## src/rtl/flvp_pkg.sv

```systemverilog
// Shared types and constants for the FLV tag stream parser.
package flvp_pkg;

  typedef enum logic [1:0] {
    PH_FILE,
    PH_TAGHDR,
    PH_DATA,
    PH_TRAIL
  } phase_t;

  localparam logic [1:0] KIND_DESC = 2'd0;
  localparam logic [1:0] KIND_PAY  = 2'd1;
  localparam logic [1:0] KIND_ERR  = 2'd2;

  localparam logic [2:0] ERR_SIG   = 3'd0;
  localparam logic [2:0] ERR_HDR   = 3'd1;
  localparam logic [2:0] ERR_AUDIO = 3'd2;
  localparam logic [2:0] ERR_VIDEO = 3'd3;
  localparam logic [2:0] ERR_KEY   = 3'd4;

  localparam logic [2:0] CODEC_AAC  = 3'd0;
  localparam logic [2:0] CODEC_OPUS = 3'd1;
  localparam logic [2:0] CODEC_AVC  = 3'd2;
  localparam logic [2:0] CODEC_HEVC = 3'd3;
  localparam logic [2:0] CODEC_VP8  = 3'd4;
  localparam logic [2:0] CODEC_VP9  = 3'd5;

  localparam logic [2:0] CFG_AAC  = 3'd0;
  localparam logic [2:0] CFG_OPUS = 3'd1;
  localparam logic [2:0] CFG_AVC  = 3'd2;
  localparam logic [2:0] CFG_HEVC = 3'd3;
  localparam logic [2:0] CFG_VP8  = 3'd4;
  localparam logic [2:0] CFG_VP9  = 3'd5;

  localparam logic [7:0] SIG_F      = 8'h46;
  localparam logic [7:0] SIG_L      = 8'h4c;
  localparam logic [7:0] SIG_V      = 8'h56;
  localparam logic [7:0] DATA_OFS   = 8'd9;
  localparam logic [7:0] TAG_AUDIO  = 8'd8;
  localparam logic [7:0] TAG_VIDEO  = 8'd9;
  localparam logic [3:0] FRAME_KEY  = 4'd1;
  localparam logic [23:0] HDR_AUDIO = 24'd2;
  localparam logic [23:0] HDR_VIDEO = 24'd5;

  typedef struct packed {
    logic [3:0] aac;
    logic [3:0] opus;
    logic [3:0] avc;
    logic [3:0] hevc;
    logic [3:0] vp8;
    logic [3:0] vp9;
  } cfg_t;

  typedef struct packed {
    logic [1:0]  result_kind;
    logic        is_video;
    logic [2:0]  codec;
    logic        seq_header;
    logic        key_frame;
    logic [31:0] decode_time;
    logic [31:0] present_time;
    logic [23:0] payload_length;
    logic [7:0]  payload_byte;
    logic        last_byte;
    logic [2:0]  error_code;
  } res_t;

endpackage

```

## src/rtl/flvp_core.sv

```systemverilog
// Byte-level FLV parse state and per-byte result generation.
module flvp_core (
  input  logic                clk,
  input  logic                rst_n,
  input  logic                byte_acc,
  input  logic [7:0]          stream_byte,
  input  flvp_pkg::cfg_t      cfg,
  output logic                res_vld,
  output flvp_pkg::res_t      res
);

  flvp_pkg::phase_t phase_r, phase_nxt;
  logic [23:0] idx_r, idx_nxt;
  logic [7:0]  kind_r, kind_nxt;
  logic [23:0] size_r, size_nxt;
  logic [31:0] time_r, time_nxt;
  logic [7:0]  fmt_r, fmt_nxt;
  logic [7:0]  pk_r, pk_nxt;
  logic [23:0] comp_r, comp_nxt;
  logic        stopped_r, stopped_nxt;

  logic        video, media, last, keytype, err_hit;
  logic [2:0]  err_code;
  logic [23:0] hdr;
  logic [24:0] idx_inc;
  logic [3:0]  anib, vnib;

  always_comb begin
    phase_nxt   = phase_r;
    idx_nxt     = idx_r;
    kind_nxt    = kind_r;
    size_nxt    = size_r;
    time_nxt    = time_r;
    fmt_nxt     = fmt_r;
    pk_nxt      = pk_r;
    comp_nxt    = comp_r;
    stopped_nxt = stopped_r;
    res         = '0;
    res_vld     = 1'b0;
    err_hit     = 1'b0;
    err_code    = flvp_pkg::ERR_SIG;
    video       = (kind_r == flvp_pkg::TAG_VIDEO);
    media       = video || (kind_r == flvp_pkg::TAG_AUDIO);
    hdr         = video ? flvp_pkg::HDR_VIDEO : flvp_pkg::HDR_AUDIO;
    idx_inc     = {1'b0, idx_r} + 25'd1;
    last        = (idx_inc >= {1'b0, size_r});
    anib        = stream_byte[7:4];
    vnib        = stream_byte[3:0];
    keytype     = 1'b0;

    if (!stopped_r) begin
      case (phase_r)
        flvp_pkg::PH_FILE: begin
          if ((idx_r == 24'd0 && stream_byte != flvp_pkg::SIG_F) ||
              (idx_r == 24'd1 && stream_byte != flvp_pkg::SIG_L) ||
              (idx_r == 24'd2 && stream_byte != flvp_pkg::SIG_V)) begin
            err_hit  = 1'b1;
            err_code = flvp_pkg::ERR_SIG;
          end else if ((idx_r >= 24'd5 && idx_r <= 24'd7 && stream_byte != 8'd0) ||
                       (idx_r == 24'd8 && stream_byte != flvp_pkg::DATA_OFS)) begin
            err_hit  = 1'b1;
            err_code = flvp_pkg::ERR_HDR;
          end else if (idx_r >= 24'd12) begin
            phase_nxt = flvp_pkg::PH_TAGHDR;
            idx_nxt   = '0;
          end else begin
            idx_nxt = idx_inc[23:0];
          end
        end
        flvp_pkg::PH_TAGHDR: begin
          if (idx_r == 24'd0) begin
            kind_nxt = stream_byte;
            size_nxt = '0;
            time_nxt = '0;
            comp_nxt = '0;
            fmt_nxt  = '0;
            pk_nxt   = '0;
          end else if (idx_r <= 24'd3) begin
            size_nxt = {size_r[15:0], stream_byte};
          end else if (idx_r <= 24'd6) begin
            time_nxt = {8'd0, time_r[15:0], stream_byte};
          end else if (idx_r == 24'd7) begin
            time_nxt = {stream_byte, time_r[23:0]};
          end
          if (idx_r >= 24'd10) begin
            phase_nxt = (size_r == 24'd0) ? flvp_pkg::PH_TRAIL : flvp_pkg::PH_DATA;
            idx_nxt   = '0;
          end else begin
            idx_nxt = idx_inc[23:0];
          end
        end
        flvp_pkg::PH_DATA: begin
          if (media) begin
            if (idx_r == 24'd0) begin
              fmt_nxt = stream_byte;
              if (!video && anib != cfg.aac && anib != cfg.opus) begin
                err_hit  = 1'b1;
                err_code = flvp_pkg::ERR_AUDIO;
              end else if (video && vnib != cfg.avc && vnib != cfg.hevc &&
                           vnib != cfg.vp8 && vnib != cfg.vp9) begin
                err_hit  = 1'b1;
                err_code = flvp_pkg::ERR_VIDEO;
              end
            end else if (idx_r == 24'd1) begin
              pk_nxt = stream_byte;
              if (video && fmt_r[7:4] == flvp_pkg::FRAME_KEY && stream_byte > 8'd1) begin
                err_hit  = 1'b1;
                err_code = flvp_pkg::ERR_KEY;
              end
            end else if (video && idx_r < 24'd5) begin
              comp_nxt = {comp_r[15:0], stream_byte};
            end else begin
              res_vld          = 1'b1;
              res.result_kind  = flvp_pkg::KIND_PAY;
              res.payload_byte = stream_byte;
              res.last_byte    = last;
            end
            // descriptor goes out on the final media header byte when payload bytes follow
            if (idx_inc == {1'b0, hdr} && size_r > hdr) begin
              keytype            = (fmt_nxt[7:4] == flvp_pkg::FRAME_KEY);
              res                = '0;
              res_vld            = 1'b1;
              res.result_kind    = flvp_pkg::KIND_DESC;
              res.is_video       = video;
              res.decode_time    = time_r;
              res.present_time   = time_r + {8'd0, comp_nxt};
              res.payload_length = size_r - hdr;
              if (video) begin
                if (fmt_nxt[3:0] == cfg.avc)       res.codec = flvp_pkg::CODEC_AVC;
                else if (fmt_nxt[3:0] == cfg.hevc) res.codec = flvp_pkg::CODEC_HEVC;
                else if (fmt_nxt[3:0] == cfg.vp8)  res.codec = flvp_pkg::CODEC_VP8;
                else                               res.codec = flvp_pkg::CODEC_VP9;
                res.seq_header = keytype && (pk_nxt == 8'd0);
                res.key_frame  = keytype && (pk_nxt == 8'd1);
              end else begin
                res.codec      = (fmt_nxt[7:4] == cfg.aac) ? flvp_pkg::CODEC_AAC
                                                           : flvp_pkg::CODEC_OPUS;
                res.seq_header = (pk_nxt == 8'd0);
              end
            end
          end
          if (last) begin
            phase_nxt = flvp_pkg::PH_TRAIL;
            idx_nxt   = '0;
          end else begin
            idx_nxt = idx_inc[23:0];
          end
        end
        flvp_pkg::PH_TRAIL: begin
          if (idx_r >= 24'd3) begin
            phase_nxt = flvp_pkg::PH_TAGHDR;
            idx_nxt   = '0;
          end else begin
            idx_nxt = idx_inc[23:0];
          end
        end
        default: begin
          phase_nxt = flvp_pkg::PH_FILE;
        end
      endcase

      if (err_hit) begin
        res             = '0;
        res_vld         = 1'b1;
        res.result_kind = flvp_pkg::KIND_ERR;
        res.error_code  = err_code;
        stopped_nxt     = 1'b1;
      end
    end
  end

  always_ff @(posedge clk) begin
    if (!rst_n) begin
      phase_r   <= flvp_pkg::PH_FILE;
      idx_r     <= '0;
      kind_r    <= '0;
      size_r    <= '0;
      time_r    <= '0;
      fmt_r     <= '0;
      pk_r      <= '0;
      comp_r    <= '0;
      stopped_r <= 1'b0;
    end else if (byte_acc) begin
      phase_r   <= phase_nxt;
      idx_r     <= idx_nxt;
      kind_r    <= kind_nxt;
      size_r    <= size_nxt;
      time_r    <= time_nxt;
      fmt_r     <= fmt_nxt;
      pk_r      <= pk_nxt;
      comp_r    <= comp_nxt;
      stopped_r <= stopped_nxt;
    end
  end

endmodule

```

## src/rtl/flv_tag_stream_parser_top.sv

```systemverilog
// Top level of the FLV tag stream parser: config registers and output stage.
//
//  channel | dir | width             | content
//  in_     | in  | tdata 8           | one stream byte per transaction
//  out_    | out | tdata 112, user 2 | descriptor, payload byte or error code
//  cfg_    | in  | index 3, data 4   | codec nibble registers, write only
//
// One byte per cycle while in_tready is high; the parse state and the result register
// update in the same cycle a byte is accepted, so a result appears in the cycle after its byte.
// in_tready drops only while a result sits in the output register unaccepted.
// rst_n is synchronous; an error result stops parsing until the next reset.
module flv_tag_stream_parser_top (
  input  logic         clk,
  input  logic         rst_n,
  input  logic         in_tvalid,
  output logic         in_tready,
  input  logic [7:0]   in_tdata,   // [7:0] stream_byte
  output logic         out_tvalid,
  input  logic         out_tready,
  // [0] is_video, [3:1] codec, [4] seq_header, [5] key_frame,
  // [37:6] decode_time, [69:38] present_time, [93:70] payload_length,
  // [101:94] payload_byte, [104:102] error_code, [111:105] zero
  output logic [111:0] out_tdata,
  output logic [1:0]   out_tuser,  // [1:0] result_kind
  output logic         out_tlast,  // last_byte
  input  logic         cfg_wr_en,
  input  logic [2:0]   cfg_index,
  input  logic [3:0]   cfg_data
);

  flvp_pkg::cfg_t cfg_r;
  flvp_pkg::res_t res, out_res_r;
  logic           res_vld, in_acc, out_valid_r;

  assign in_tready = !out_valid_r || out_tready;
  assign in_acc    = in_tvalid && in_tready;

  always_ff @(posedge clk) begin
    if (!rst_n) begin
      cfg_r.aac  <= 4'd10;
      cfg_r.opus <= 4'd13;
      cfg_r.avc  <= 4'd7;
      cfg_r.hevc <= 4'd12;
      cfg_r.vp8  <= 4'd13;
      cfg_r.vp9  <= 4'd14;
    end else if (cfg_wr_en) begin
      case (cfg_index)
        flvp_pkg::CFG_AAC:  cfg_r.aac  <= cfg_data;
        flvp_pkg::CFG_OPUS: cfg_r.opus <= cfg_data;
        flvp_pkg::CFG_AVC:  cfg_r.avc  <= cfg_data;
        flvp_pkg::CFG_HEVC: cfg_r.hevc <= cfg_data;
        flvp_pkg::CFG_VP8:  cfg_r.vp8  <= cfg_data;
        flvp_pkg::CFG_VP9:  cfg_r.vp9  <= cfg_data;
        default: ;
      endcase
    end
  end

  flvp_core u_core (
    .clk         (clk),
    .rst_n       (rst_n),
    .byte_acc    (in_acc),
    .stream_byte (in_tdata),
    .cfg         (cfg_r),
    .res_vld     (res_vld),
    .res         (res)
  );

  always_ff @(posedge clk) begin
    if (!rst_n) begin
      out_valid_r <= 1'b0;
    end else if (in_acc) begin
      out_valid_r <= res_vld;
    end else if (out_tready) begin
      out_valid_r <= 1'b0;
    end
  end

  always_ff @(posedge clk) begin
    if (in_acc && res_vld) begin
      out_res_r <= res;
    end
  end

  assign out_tvalid = out_valid_r;
  assign out_tuser  = out_res_r.result_kind;
  assign out_tlast  = out_res_r.last_byte;
  assign out_tdata  = {7'd0, out_res_r.error_code, out_res_r.payload_byte,
                       out_res_r.payload_length, out_res_r.present_time,
                       out_res_r.decode_time, out_res_r.key_frame,
                       out_res_r.seq_header, out_res_r.codec, out_res_r.is_video};

endmodule

```

## config.mk

```make
export PLATFORM = sky130hd
export DESIGN_NAME = flv_tag_stream_parser_top
export DESIGN_NICKNAME = d
export VERILOG_FILES = /design/src/rtl/flvp_pkg.sv /design/src/rtl/flvp_core.sv /design/src/rtl/flv_tag_stream_parser_top.sv
export SDC_FILE = /design/constraint.sdc
export NUM_CORES = 1
export LEC_CHECK = 0
export CAP_MARGIN = 20
export CORE_MARGIN = 2
export CORE_UTILIZATION = 40
export CTS_BUF_LIST = sky130_fd_sc_hd__clkbuf_16
export CTS_CLUSTER_DIAMETER = 40
export CTS_CLUSTER_SIZE = 20
export DETAILED_ROUTE_END_ITERATION = 12
export DONT_BUFFER_PORTS = 1
export GPL_ROUTABILITY_DRIVEN = 0
export HOLD_SLACK_MARGIN = 0.15
export SYNTH_ARGS = -nofsm -noshare
export SYNTH_HDL_FRONTEND = slang
export SYNTH_HIERARCHICAL = 1
export SYNTH_SLANG_ARGS = --single-unit
```

## constraint.sdc

```tcl
create_clock -name clk -period 8.7 [get_ports clk]
set_input_delay 0.435 -clock clk [delete_from_list [all_inputs] [get_ports clk]]
set_output_delay 0.435 -clock clk [all_outputs]
set_load 0.01 [all_outputs]
```

**Word level (Yosys, flattened, before mapping)**

Cells that the tools add are included.

- Flip-flop bits (word level): 264
- Bits in latches: 0
- RAM bits: 0
- Bits in read-only memories: 0
- Input port bits: 20
- Word-level logic and storage cells: 236
- Memories: 0

- $add $sub $neg: 3
- Multiply operators: 0
- Div/mod/pow operators: 0
- $lt $le $gt $ge: 11
- Equal/unequal tests: 41
- Shifts and indexed selects: 0
- Mux-type cells: 92
- Bitwise operators: 5
- Reductions and logical operators: 55

Operator list:

| operator | count |
|---|---|
| two-way mux 108 bit | 4 |
| two-way mux 24 bit | 16 |
| two-way mux 32 bit | 4 |
| two-way mux 8 bit | 12 |
| one-hot mux 24 bit (4 select lines) | 1 |
| >= comparator 24 x 4 -> 1 bit (second input constant) | 2 |
| <= comparator 24 x 3 -> 1 bit (second input constant) | 2 |
| zero test 24 bit | 2 |
| one-hot mux 24 bit (2 select lines) | 1 |
| adder 32 x 24 -> 32 bit | 1 |
| one-hot mux 8 bit (2 select lines) | 2 |
| two-way mux 1 bit | 27 |
| two-way mux 3 bit | 9 |
| two-way mux 9 bit | 3 |
| adder 24 x 1 -> 25 bit (second input constant) | 1 |
| == test 25 x 24 -> 1 bit | 1 |
| >= comparator 25 x 24 -> 1 bit | 1 |
| == test 24 x 1 -> 1 bit (second input constant) | 1 |
| == test 24 x 2 -> 1 bit (second input constant) | 1 |
| == test 24 x 3 -> 1 bit (second input constant) | 1 |
| == test 24 x 4 -> 1 bit (second input constant) | 1 |
| >= comparator 24 x 2 -> 1 bit (second input constant) | 1 |
| >= comparator 24 x 3 -> 1 bit (second input constant) | 1 |
| > comparator 24 bit | 1 |
| 41 further kinds | 111 |

**Longest topological paths before layout**

- Depth after elaboration: 14
- Mapped depth: 19
- Mapped depth without buffers: 16

**By module**

The synthesis kept the hierarchy.

Modules (own cells, without submodules):

| module | times used | cells an instance | area each (um2) | sequential area each (um2) |
|---|---|---|---|---|
| flvp_core | 1 | 1,370 | 10,403.7 | 2,622.5 |
| flv_tag_stream_parser_top | 1 | 215 | 4,360.4 | 3,743.6 |

**Worst setup path before layout**

OpenSTA, ideal clock, no wires.

- Path type: register -> register
- Start point: register u_core.kind_r[4]
- End point: register out_res_r, in the netlist out_tdata[0], enable pin
- Library setup time: 0.588 ns
- Data arrival time: 7.476 ns
- Setup slack: 0.636 ns
- Stages on the path, launching flop included: 14
- Cell sequence: dfxtp_1 -> nor4_1 -> nand3_1 -> fa_1 -> nand2b_1 -> nand2_1 -> a2111o_1 -> nand4_1 -> a2111oi_0 -> and4_4 -> a211oi_1 -> nor2_1 -> nand2_1 -> nor2b_1

- Longest elaborated chain between the ends: 14
- Elaborated cells on any way between the ends: 34
- Those cells by class: 1 x order compare; 3 x eq/ne; 17 x mux; 13 x reduce/logical

Ends and longest elaborated chain:

| element | line | source |
|---|---|---|
| start: declaration | flvp_core.sv:14 | `logic [7:0] kind_r, kind_nxt;` |
| start signal: assignment | flvp_core.sv:186 | `kind_r <= kind_nxt;` |
| parallel branches: the longest is 11 deep, another holds > comparator 24 bit | - |  |
| two-way mux 1 bit (*) | flvp_core.sv:162 | `if (err_hit) begin` |
| two-way mux 1 bit (*) | flvp_core.sv:51 | `if (!stopped_r) begin` |
| net res_vld | flv_tag_stream_parser_top.sv:33 | `logic res_vld, in_acc, out_valid_r;` |
| logical AND 1 bit (*) | flv_tag_stream_parser_top.sv:80 | `if (in_acc && res_vld) begin` |
| end signal: assignment | flv_tag_stream_parser_top.sv:81 | `out_res_r <= res;` |
| end: declaration | flv_tag_stream_parser_top.sv:32 | `flvp_pkg::res_t res, out_res_r;` |

Mark *: on every way through the listed nets, which the timed path passes. The select of a mux whose other input is x is not followed.
A chain may end at the register's enable or synchronous reset.

**Final worst setup path**

- Start point: register u_core.idx_r[14]
- End point: register out_res_r, in the netlist out_tdata[68] (data pin)

- Longest elaborated chain between the ends: 9
- Elaborated cells on any way between the ends: 36
- Those cells by class: 2 x add/sub; 3 x order compare; 4 x eq/ne; 13 x mux; 1 x bitwise; 13 x reduce/logical

Ends and longest elaborated chain:

| element | line | source |
|---|---|---|
| start: declaration | flvp_core.sv:13 | `logic [23:0] idx_r, idx_nxt;` |
| start signal: assignment | flvp_core.sv:185 | `idx_r <= idx_nxt;` |
| < comparator 24 x 3 -> 1 bit, or another cell as far along | flvp_core.sv:110 | `end else if (video && idx_r < 24'd5) begin` |
| logical AND 1 bit, on equally long branches | flvp_core.sv:110, flvp_core.sv:59 |  |
| two-way mux 24 bit / logical AND 1 bit (equally long branches) | flvp_core.sv:110, flvp_core.sv:59 |  |
| two-way mux 24 bit / logical OR 1 bit (equally long branches) | flvp_core.sv:104, flvp_core.sv:59 |  |
| two-way mux 24 bit / two-way mux 1 bit (equally long branches) | flvp_core.sv:94, flvp_core.sv:59 |  |
| two-way mux 24 bit / two-way mux 1 bit (equally long branches) | flvp_core.sv:93, flvp_core.sv:54 |  |
| two-way mux 24 bit / one-hot mux 1 bit (2 select lines) (equally long branches) | flvp_core.sv:52 | `case (phase_r)` |
| two-way mux 24 bit / two-way mux 1 bit (equally long branches) | flvp_core.sv:51 |  |
| adder 32 x 24 -> 32 bit / OR reduction 5 bit (equally long branches) | - |  |

Several ways; a longest one is shown, not always the timed one. The select of a mux whose other input is x is not followed.

==> reports/qor.txt <==
Vias in the first global route -> 11000
Mapped Cells -> 1585
Via-per-instance ratio -> 5.72
Post-CTS Hold Buffers -> 22
Fill cells -> 3448
Routed Antenna Nets -> 0
Peak supply drop -> 0.000130 V
Worst Reg2Reg Path Length in Cells -> 17
Number of core rows -> 70
Largest net degree at the start of global routing -> 77
Global Route Usage Sum -> 20.8%
Crit start category -> register
Synth cell types -> 83
Fraction of final layout cells with drive strength greater than 1 -> 8.53%
Register area share after synthesis -> 43.1%
First-pass GRT wire length -> 63000 um
Area of the core -> 36500 um2
DR WL/cell -> 19.7 um
Critical path endpoint category -> register
Die Span X -> 196 um
Post-CTS Resized -> 0
Leakage Power -> 0.00637 uW
Inserted Clock Buffers -> 42
Syn_area_per_cell -> 9.31 um2
PortBufs -> 0
Drt pass-1 iters -> 5
WS Path Type -> register to register
Yosys warnings -> 6
Vias -> 11800
Power Density -> 189 nW/um2
Htree depth -> 2
Finished Cell Area -> 16700 um2
CTS tree -> yes
Hold depth -> 3
Hold Crit Class -> input port to register
Final wirelength -> 40700 um
Max_cap viols -> 0
Rel. slew slack -> 30.8%
Yosys reg bits -> 264
Cell Area, Synth -> 14800 um2
DRT iter0 DRCs -> 1001
Gr ovfl total -> 0
IO Count -> 137
Root Buffer Master -> clkbuf_16
Maximum fanout along the worst path -> 24
Clk sinks -> 264
Dpl hpwl -> 27000 um
Post-Layout Cell Count -> 2062
Worst Hold Path EP -> u_core/idx_r[17]$_SDFFE_PN0P_
CP required -> 9100 ps
Worst clock skew -> 21.5 ps
Post-synth ARST share -> 0%
Die ar. -> 38500 um2
Top FF cell, synth -> dfxtp_1
Die height -> 196 um
DRC -> 0
Post-CTS Setup Inserts -> 0
EDFF count, synth -> 108
Sum Neg Setup Slack -> 0 ps
NumNets Final -> 1650
Clk slew on worst S/H paths -> 50 ps
Minimum clock period -> 5950 ps
Place WS -> 2790 ps
CP arrival -> 6350 ps
Worst R2R Start -> u_core/idx_r[14]$_SDFFE_PN0P_
Reg-to-reg setup timing slack -> 2750 ps
Worst slew pin tran -> 1040 ps
Hold_sp -> rst_n
Final setup vio count -> 0
Hold Fails Final Rpt -> 0
Clock Path Buffers -> 3
Clk_lat worst skew -> 560 ps
Worst setup margin -> 2750 ps
Antenna cells -> 0
RSZ-0062 raised after global routing -> no
Final Max Slew Viols -> 0
Outcome -> completed
Overall power -> 3150 uW
Final Cycle Share -> 68.4%
Starting Density -> 40.4%
Reg2reg end -> out_tdata[68]$_DFFE_PP_
Cells after DPL -> 1960
Max Fclk -> 0.168 GHz
Antenna violations before repair -> 0
Dpl cell area -> 15000 um2
Area growth, synth to finish -> 12.9%
area by class of cell:
type,instances,area [um2],area share (%)
tap,468,586,3.51
sequential,264,6370,38.2
multi-input combinational,1153,7680,46.1
timing repair buffer,34,325,1.95
clock inverter,35,383,2.30
clock buffer,43,1080,6.46
inverter,65,245,1.47
per-layer routing:
layer / vias to the layer above / GRT usage (%) / wire length, um
li1: 5665 / - / -
met1: 5670 / 30.0 / 19000
met2: 411 / 31.5 / 18000
met3: 54 / 3.99 / 2980
met4: 0 / 6.31 / 773
met5: - / 0 / 0
kinds of logic (layout without fill, tap and decap cells):
kind of cell / after synthesis / in the layout / share of synthesized area, %
mux: 59 / 59 / 4.20
compound gates: 303 / 303 / 14.2
xor+xnor: 97 / 97 / 5.75
simple gates: 617 / 617 / 21.5
other cells: 1 / 7 / 0.0254
buf+inv: 174 / 177 / 5.15
flops: 264 / 264 / 43.1
fa+ha+maj: 70 / 70 / 6.03
Yosys cell counts, types with 22 or more instances:
master | instances | area [um2]
and2_1 | 42 | 263
clkbuf_1 | 65 | 244
a22oi_1 | 64 | 480
mux2_2 | 24 | 270
xnor2_1 | 73 | 639
or3_1 | 28 | 175
buf_2 | 29 | 145
mux2i_1 | 35 | 350
dfxtp_1 | 156 | 3120
ha_1 | 68 | 851
nor4_1 | 22 | 138
edfxtp_1 | 108 | 3240
nor2_1 | 175 | 657
nand2_1 | 123 | 462
and3_1 | 22 | 138
inv_1 | 65 | 244
nand3_1 | 46 | 230
nand4_1 | 29 | 181
nor2b_1 | 35 | 219
nor3_1 | 35 | 175
a21oi_1 | 88 | 440
xor2_1 | 24 | 210
registers in the layout, indices dropped and copies added (netlist names):
register          count
u_core/stopped_r      1
out_tuser             2
u_core/comp_r        24
u_core/fmt_r          8
u_core/time_r        32
out_tlast             1
cfg_r                24
u_core/pk_r           8
u_core/size_r        24
u_core/kind_r         8
out_tvalid            1
u_core/idx_r         24
out_tdata           105
u_core/phase_r        2
worst max-delay path by stage:
| stage | start | endpoint | slack [ps] |
|---|---|---|---|
| after floorplan | u_core/kind_r[4]$_SDFFE_PN0P_ | out_tdata[0]$_DFFE_PP_ | 640 |
| after global placement | u_core/idx_r[14]$_SDFFE_PN0P_ | out_tdata[64]$_DFFE_PP_ | 2980 |
| after detailed placement | u_core/idx_r[14]$_SDFFE_PN0P_ | out_tdata[68]$_DFFE_PP_ | 2790 |
| after CTS | u_core/idx_r[14]$_SDFFE_PN0P_ | out_tdata[68]$_DFFE_PP_ | 2770 |
| after global routing | u_core/idx_r[14]$_SDFFE_PN0P_ | out_tdata[68]$_DFFE_PP_ | 2360 |
| final | u_core/idx_r[14]$_SDFFE_PN0P_ | out_tdata[68]$_DFFE_PP_ | 2750 |
critical path, cell delays in order, from the launching register on:
cell	delay [ps]
dfxtp_1	390
nor4_1	410
nand4_1	370
nor2_2	400
nand2_1	190
nor3_4	200
buf_4	340
mux2_2	400
ha_1	220
fa_1	420
a21o_1	230
a221o_1	370
a221oi_1	670
o41a_1	340
a211o_1	170
a31oi_1	220
a31o_2	320
a21oi_1	140
where the power goes:
part | internal, uW | total (uW) | switching, uW
clock network | 1030 | 1710 | 676
logic | 29.0 | 89.5 | 60.4
registers | 1320 | 1350 | 29.6
through the flow:
stage | util, % | hold slack [ps]
6_report | 45.6 | 190
3_5_place_dp | 40.9 | 451
3_3_place_gp | 40.9 | 433
4_1_cts | 45.6 | 152
5_1_grt | 45.6 | 187
2_1_floorplan | - | 427
placed cells by master (no fill, tap or decap), types with 10 or more instances in the layout:
cell type and count:
a41oi_1 12, buf_4 10, or3_1 28, nand4_1 29, clkbuf_16 43, o211ai_1 13, nor3_1 34, nor2_1 175
mux2i_1 35, xor2_1 24, nor4_1 22, dfxtp_1 156, ha_1 68, edfxtp_1 108, nor2b_1 34, a21o_1 21
nand3_1 45, a21oi_1 88, inv_1 68, dlygate4sd3_1 23, a32oi_1 10, xnor2_1 73, nand2_1 123, mux2_2 24
o22ai_1 13, a22oi_1 64, and3_1 22, o21ai_0 20, and2_1 42
Power figures use the tool's default switching activity.
